File: src/sv/rscc_pkg.sv
// ----------------------------------------------------------------------------
// rscc_pkg
// shared constants, codes, tables and control structs of the collision checker
// ----------------------------------------------------------------------------
package rscc_pkg;

    localparam int DEF_MAX_OBSTACLES = 64;
    localparam int DEF_COORD_BITS    = 32;

    localparam int SLOT_W    = 6;
    localparam int HEADING_W = 16;
    localparam int LEN_W     = 31;
    localparam int COUNT_W   = 7;
    localparam int CFG_IDX_W = 8;
    localparam int CFG_DAT_W = 32;

    localparam int CORDIC_STEPS = 16;
    localparam int STEP_W       = 4;
    // rotated body vector and angle accumulator widths
    localparam int DL_W = 34;
    localparam int Z_W  = 34;

    localparam logic [31:0] CORDIC_GAIN_Q32 = 32'h9B74_EDA8;

    localparam logic [CFG_IDX_W-1:0] CFG_SEGMENT_LENGTH = 8'd0;
    localparam logic [CFG_IDX_W-1:0] CFG_OBSTACLE_COUNT = 8'd1;

    localparam logic CMD_WRITE = 1'b0;
    localparam logic CMD_QUERY = 1'b1;

    localparam logic KIND_WRITE_ACK = 1'b0;
    localparam logic KIND_QUERY     = 1'b1;

    typedef struct packed {
        logic              wr_en;
        logic              q_load;
        logic              cordic_init;
        logic              cordic_step;
        logic [STEP_W-1:0] step;
        logic              scan_issue;
    } rscc_cmd_t;

    typedef struct packed {
        logic              pipe_busy;
        logic              hit_found;
        logic [SLOT_W-1:0] hit_slot;
    } rscc_status_t;

    function automatic logic [31:0] cordic_atan(input logic [STEP_W-1:0] i);
        logic [31:0] a;
        case (i)
            4'd0:    a = 32'h2000_0000;
            4'd1:    a = 32'h12E4_051E;
            4'd2:    a = 32'h09FB_385B;
            4'd3:    a = 32'h0511_11D4;
            4'd4:    a = 32'h028B_0D43;
            4'd5:    a = 32'h0145_D7E1;
            4'd6:    a = 32'h00A2_F61E;
            4'd7:    a = 32'h0051_7C55;
            4'd8:    a = 32'h0028_BE53;
            4'd9:    a = 32'h0014_5F2F;
            4'd10:   a = 32'h000A_2F98;
            4'd11:   a = 32'h0005_17CC;
            4'd12:   a = 32'h0002_8BE6;
            4'd13:   a = 32'h0001_45F3;
            4'd14:   a = 32'h0000_A2FA;
            default: a = 32'h0000_517D;
        endcase
        return a;
    endfunction

endpackage

File: src/sv/rscc_ctrl.sv
// ----------------------------------------------------------------------------
// rscc_ctrl
// sequencer: accepts commands, steps the rotation, walks the table, holds result
// ----------------------------------------------------------------------------
module rscc_ctrl #(
    parameter int MAX_OBSTACLES = rscc_pkg::DEF_MAX_OBSTACLES,
    parameter int AW            = (MAX_OBSTACLES > 1) ? $clog2(MAX_OBSTACLES) : 1,
    parameter int CNT_W         = $clog2(MAX_OBSTACLES + 1)
) (
    input  logic                          aclk,
    input  logic                          aresetn,
    input  logic                          in_valid,
    output logic                          in_ready,
    input  logic                          in_cmd,
    input  logic [rscc_pkg::SLOT_W-1:0]   in_slot,
    input  logic [rscc_pkg::COUNT_W-1:0]  obstacle_count,
    output rscc_pkg::rscc_cmd_t           cmd,
    output logic [AW-1:0]                 scan_addr,
    input  rscc_pkg::rscc_status_t        status,
    output logic                          out_valid,
    input  logic                          out_ready,
    output logic                          out_kind,
    output logic                          out_free,
    output logic [rscc_pkg::SLOT_W-1:0]   out_slot
);

    typedef enum logic [2:0] {
        S_IDLE, S_GAIN, S_ROTATE, S_SCAN, S_DRAIN, S_DONE
    } state_t;

    state_t                          state_reg, state_next;
    logic [rscc_pkg::STEP_W-1:0]     step_reg, step_next;
    logic [CNT_W-1:0]                cnt_reg, cnt_next;
    logic                            kind_reg, kind_next;
    logic                            ovalid_reg, ovalid_next;
    logic                            okind_reg, okind_next;
    logic                            ofree_reg, ofree_next;
    logic [rscc_pkg::SLOT_W-1:0]     oslot_reg, oslot_next;
    logic [CNT_W-1:0]                n_sat;
    logic                            accept;

    assign n_sat = (int'(obstacle_count) > MAX_OBSTACLES) ? CNT_W'(MAX_OBSTACLES)
                                                          : CNT_W'(obstacle_count);
    assign in_ready  = (state_reg == S_IDLE);
    assign accept    = in_valid && in_ready;
    assign scan_addr = cnt_reg[AW-1:0];

    always_comb begin
        state_next  = state_reg;
        step_next   = step_reg;
        cnt_next    = cnt_reg;
        kind_next   = kind_reg;
        ovalid_next = ovalid_reg && !out_ready;
        okind_next  = okind_reg;
        ofree_next  = ofree_reg;
        oslot_next  = oslot_reg;
        cmd         = '0;
        unique case (state_reg)
            S_IDLE: begin
                if (accept) begin
                    if (in_cmd == rscc_pkg::CMD_WRITE) begin
                        cmd.wr_en  = (int'(in_slot) < MAX_OBSTACLES);
                        kind_next  = rscc_pkg::KIND_WRITE_ACK;
                        state_next = S_DONE;
                    end else begin
                        cmd.q_load = 1'b1;
                        kind_next  = rscc_pkg::KIND_QUERY;
                        state_next = S_GAIN;
                    end
                end
            end
            S_GAIN: begin
                cmd.cordic_init = 1'b1;
                step_next       = '0;
                state_next      = S_ROTATE;
            end
            S_ROTATE: begin
                cmd.cordic_step = 1'b1;
                cmd.step        = step_reg;
                step_next       = step_reg + 1'b1;
                if (step_reg == rscc_pkg::STEP_W'(rscc_pkg::CORDIC_STEPS - 1)) begin
                    cnt_next   = '0;
                    state_next = S_SCAN;
                end
            end
            S_SCAN: begin
                if (cnt_reg == n_sat) begin
                    state_next = S_DRAIN;
                end else begin
                    cmd.scan_issue = 1'b1;
                    cnt_next       = cnt_reg + 1'b1;
                end
            end
            S_DRAIN: begin
                if (!status.pipe_busy) begin
                    state_next = S_DONE;
                end
            end
            S_DONE: begin
                if (!ovalid_reg || out_ready) begin
                    ovalid_next = 1'b1;
                    okind_next  = kind_reg;
                    ofree_next  = (kind_reg == rscc_pkg::KIND_QUERY) && !status.hit_found;
                    oslot_next  = ((kind_reg == rscc_pkg::KIND_QUERY) && status.hit_found)
                                  ? status.hit_slot : '0;
                    state_next  = S_IDLE;
                end
            end
            default: state_next = S_IDLE;
        endcase
    end

    always_ff @(posedge aclk) begin
        if (!aresetn) begin
            state_reg  <= S_IDLE;
            ovalid_reg <= 1'b0;
            step_reg   <= '0;
            cnt_reg    <= '0;
            kind_reg   <= rscc_pkg::KIND_WRITE_ACK;
        end else begin
            state_reg  <= state_next;
            ovalid_reg <= ovalid_next;
            step_reg   <= step_next;
            cnt_reg    <= cnt_next;
            kind_reg   <= kind_next;
        end
        okind_reg <= okind_next;
        ofree_reg <= ofree_next;
        oslot_reg <= oslot_next;
    end

    assign out_valid = ovalid_reg;
    assign out_kind  = okind_reg;
    assign out_free  = ofree_reg;
    assign out_slot  = oslot_reg;

endmodule

File: config.mk
export PLATFORM = sky130hd
export DESIGN_NAME = rscc_ctrl
export DESIGN_NICKNAME = d
export VERILOG_FILES = /design/src/sv/rscc_pkg.sv /design/src/sv/rscc_ctrl.sv
export SDC_FILE = /design/constraint.sdc
export NUM_CORES = 1
export LEC_CHECK = 0
export BUFFER_PORTS_ARGS = -buffer_cell sky130_fd_sc_hd__buf_2
export CAP_MARGIN = 20
export CORE_MARGIN = 1
export CORE_UTILIZATION = 52
export CTS_CLUSTER_DIAMETER = 50
export DETAILED_ROUTE_END_ITERATION = 10
export PLACE_DENSITY_LB_ADDON = 0.1
export SETUP_SLACK_MARGIN = 0.3
export SLEW_MARGIN = 5
export SYNTH_ARGS = -nofsm -noshare
export SYNTH_HDL_FRONTEND = slang
export SYNTH_SLANG_ARGS = --single-unit
File: constraint.sdc
create_clock -name aclk -period 4.09 [get_ports aclk]
set_input_delay 0.818 -clock aclk [delete_from_list [all_inputs] [get_ports aclk]]
set_output_delay 0.818 -clock aclk [all_outputs]
set_load 0.02 [all_outputs]
==> results_tabular.tex <==
\begin{tabular}{lr}
\hline
Metric & Value \\
\hline
\multicolumn{2}{l}{\textbf{Status}} \\
\quad Run status & finished clean \\
\multicolumn{2}{l}{\textbf{Critical path}} \\
\quad Start point of the critical path & obstacle\_count[0] \\
\quad Arrival time reported for the critical path endpoint & 2.03 ns \\
\quad Top fanout value on the critical path & 8 \\
\quad Critical Setup Path Class & input pin to primary output \\
\quad Category of the worst setup path capture point & primary output \\
\quad Required @ worst endpoint & 3.27 ns \\
\quad Startpoint type of the worst setup path & input pin \\
\quad Worst reg2reg startpoint & cnt\_reg[0] \\
\multicolumn{2}{l}{\textbf{Synthesis}} \\
\quad Ys async rst share & 0\% \\
\quad \#FFs+latches synth & 24 \\
\quad Post-Syn Area per Cell & 8.95 um\^{}2 \\
\quad Count of mapped cells out of synthesis & 153 \\
\quad Warnings, synthesis & 0 \\
\quad Count of flip-flops with a built-in enable after synthesis & 8 \\
\quad Proportion of synthesized chip area in sequential cells & 41.0\% \\
\quad Count of cell types in the netlist & 42 \\
\quad Nets in the synthesized netlist & 181 \\
\quad Synth Cell Area & 1370 um\^{}2 \\
\quad Most used flip-flop cell after synthesis & dfxtp\_1 \\
\multicolumn{2}{l}{\textbf{Clock network}} \\
\quad Clock tree from TritonCTS & yes \\
\quad Clock Path Buffers & 2 \\
\quad Total setup buffers inserted after CTS & 0 \\
\quad Clock buffer count from CTS & 3 \\
\quad Htree depth & 1 \\
\quad Clock sink count & 24 \\
\quad Clock-pin slew of the registers on the worst-case setup and hold paths & 0.12 ns \\
\quad Post-cts gate resize count & 0 \\
\quad Count of hold-fix buffers inserted at cts & 0 \\
\quad Skew-Pair Late Insertion Delay & 0.30 ns \\
\quad Root buffer selected by CTS & clkbuf\_4 \\
\multicolumn{2}{l}{\textbf{Global route}} \\
\quad Global routing usage summed across all routing layers & 20.4\% \\
\quad First-pass GRT wire length & 4.27 mm \\
\quad Largest net degree at the start of global routing & 19 \\
\quad Number of antenna violations at the first check in global routing & 0 \\
\quad Remaining global-route overflow & 0 \\
\quad Vias in the first global route & 1044 \\
\multicolumn{2}{l}{\textbf{Cells and area}} \\
\quad Number of fill cells in the layout & 236 \\
\quad Multi-input combinational cell area & 708 um\^{}2 \\
\quad Signed area change from the synthesized netlist to the final layout & 15.9\% \\
\quad Commonest non-fill, non-tap cell in the layout & buf\_2 \\
\quad Share of post-route cells with drive strength above 1 & 30.0\% \\
\quad Antenna Cells & 0 \\
\quad Top library cells by usage in the layout, fill and taps aside & buf\_2 (45), dfxtp\_1 (16), and3\_1 (13) \\
\quad FF+latch area & 561 um\^{}2 \\
\quad Total Nets Final & 219 \\
\quad Flip-flop count of the largest register, all copies and words added & 7 \\
\multicolumn{2}{l}{\textbf{Place}} \\
\quad Detailed-placement wirelength estimate & 2.09 mm \\
\quad Port Buf Inserts & 44 \\
\quad Worst slack at placement & 1.24 ns \\
\quad Gpl congestion & 0.772 \\
\multicolumn{2}{l}{\textbf{Run}} \\
\quad Number of violations of the max-capacitance limit & 0 \\
\multicolumn{2}{l}{\textbf{Routing}} \\
\quad Remaining routing DRC violations & 0 \\
\quad Final wirelength & 2.74 mm \\
\quad Number of nets with antenna violations after detailed routing & 0 \\
\quad Routed via count divided by cell count & 5.49 \\
\quad Detailed router's first-iteration violation count & 12 \\
\quad Average routed wire per standard cell & 12.5 um \\
\quad Total number of vias & 1207 \\
\quad Count of TritonRoute iterations in the first routing pass & 4 \\
\multicolumn{2}{l}{\textbf{Timing}} \\
\quad Final max-slew violation count & 0 \\
\quad Upper clock frequency limit & 0.351 GHz \\
\quad Fin crit share & 69.8\% \\
\quad Worst clock skew & 0.00157 ns \\
\quad Total Negative Setup Slacks & 0 ns \\
\quad Hold\_ws & 0.524 ns \\
\quad Headroom to the max-slew limit & 76.8\% \\
\quad Post-route setup slack & 1.24 ns \\
\quad RSZ-0062 raised after global routing & no \\
\quad Final worst path period need & 2.85 ns \\
\quad Count of final setup violators & 0 \\
\quad Final Hold Vio Count & 0 \\
\quad Actual transition at the worst max-transition pin & 0.348 ns \\
\multicolumn{2}{l}{\textbf{Hold path}} \\
\quad Hold Crit Class & flop to flop \\
\quad Hold wc startpoint & step\_reg[3] \\
\multicolumn{2}{l}{\textbf{Floorplan}} \\
\quad Number of core rows & 18 \\
\quad Starting density of the core & 55.3\% \\
\quad Ports & 51 \\
\quad Area of the placeable core & 2480 um\^{}2 \\
\quad Die width & 53.3 um \\
\quad Area of the die & 2840 um\^{}2 \\
\quad Floorplan die height & 53.3 um \\
\multicolumn{2}{l}{\textbf{Power and ir drop}} \\
\quad Power density normalized to cell area & 427 nW/um\^{}2 \\
\quad Highest ir drop seen on vdd & 0.272 mV \\
\quad Standby leakage power & 0.764 nW \\
\hline
\end{tabular}
## worst paths after layout
check	endpoint	slack, ns	cells past startpoint
worst max-delay path	cmd[0]	1.24	7
worst min-delay path	step_reg[3]	0.52	2
worst max register to register	state_reg[0]	2.25	6
worst min register to register	step_reg[3]	0.52	2
## area by class of cell
class / instances / share of cell area, %
inverter: 7 / 1.81
tap: 30 / 2.37
sequential: 24 / 35.3
timing repair buffer: 45 / 14.2
clock buffer: 4 / 1.66
multi-input combinational: 110 / 44.6
## cells in the mapped netlist (4+ instances only)
library cell | count | area [um^2]
inv_1 | 6 | 22.5
and3_1 | 13 | 81.3
a21oi_1 | 9 | 45.0
edfxtp_1 | 8 | 240
nor2_1 | 7 | 26.3
nor3_1 | 8 | 40.0
buf_4 | 6 | 45.0
nand3_1 | 9 | 45.0
nand2b_1 | 4 | 25.0
dfxtp_1 | 16 | 320
nor2b_1 | 6 | 37.5
nand2_1 | 11 | 41.3
o21ai_0 | 5 | 25.0
## report_power, final
group / total, mW / leakage, nW / switching (mW) / internal [mW]
Clock: 0.105 / 0.0150 / 0.0668 / 0.0380
Sequential: 0.320 / 0.204 / 0.0401 / 0.280
Combinational: 0.252 / 0.545 / 0.157 / 0.0949
## logic make-up after synthesis
group	synth area share, %
simple gates	27.1
compound gates	18.1
flops	41.0
buf+inv	7.31
xor+xnor	3.20
mux	1.46
fa+ha+maj	1.83
## worst max-delay path: stages
cell,delay [ns]
buf_2,0.10
xor2_1,0.16
a2111oi_4,0.34
a21oi_2,0.13
o21ai_4,0.23
inv_4,0.09
buf_2,0.17
## per-stage QoR
stage                     area [um^2]  power, mW  utilization, %  cells
after detailed placement         1560      0.574            62.8    215
after global routing             1590      0.721            64.0    220
final                            1590      0.677            64.0    220
after floorplan                  1370      0.507               -    153
after CTS                        1580      0.676            63.8    219
after global placement           1560      0.565            62.8    215
## metal layers
| layer | part of all wire, % | routed length, um | global-route usage (%) |
|---|---|---|---|
| met1 | 45 | 1240 | 24.9 |
| met2 | 49 | 1330 | 35.2 |
| met3 | 5.4 | 149 | 3.45 |
| met4 | 0.66 | 18 | 7.89 |
| met5 | 0 | 0 | 0 |
No activity file was read; power rests on OpenSTA's default activity.
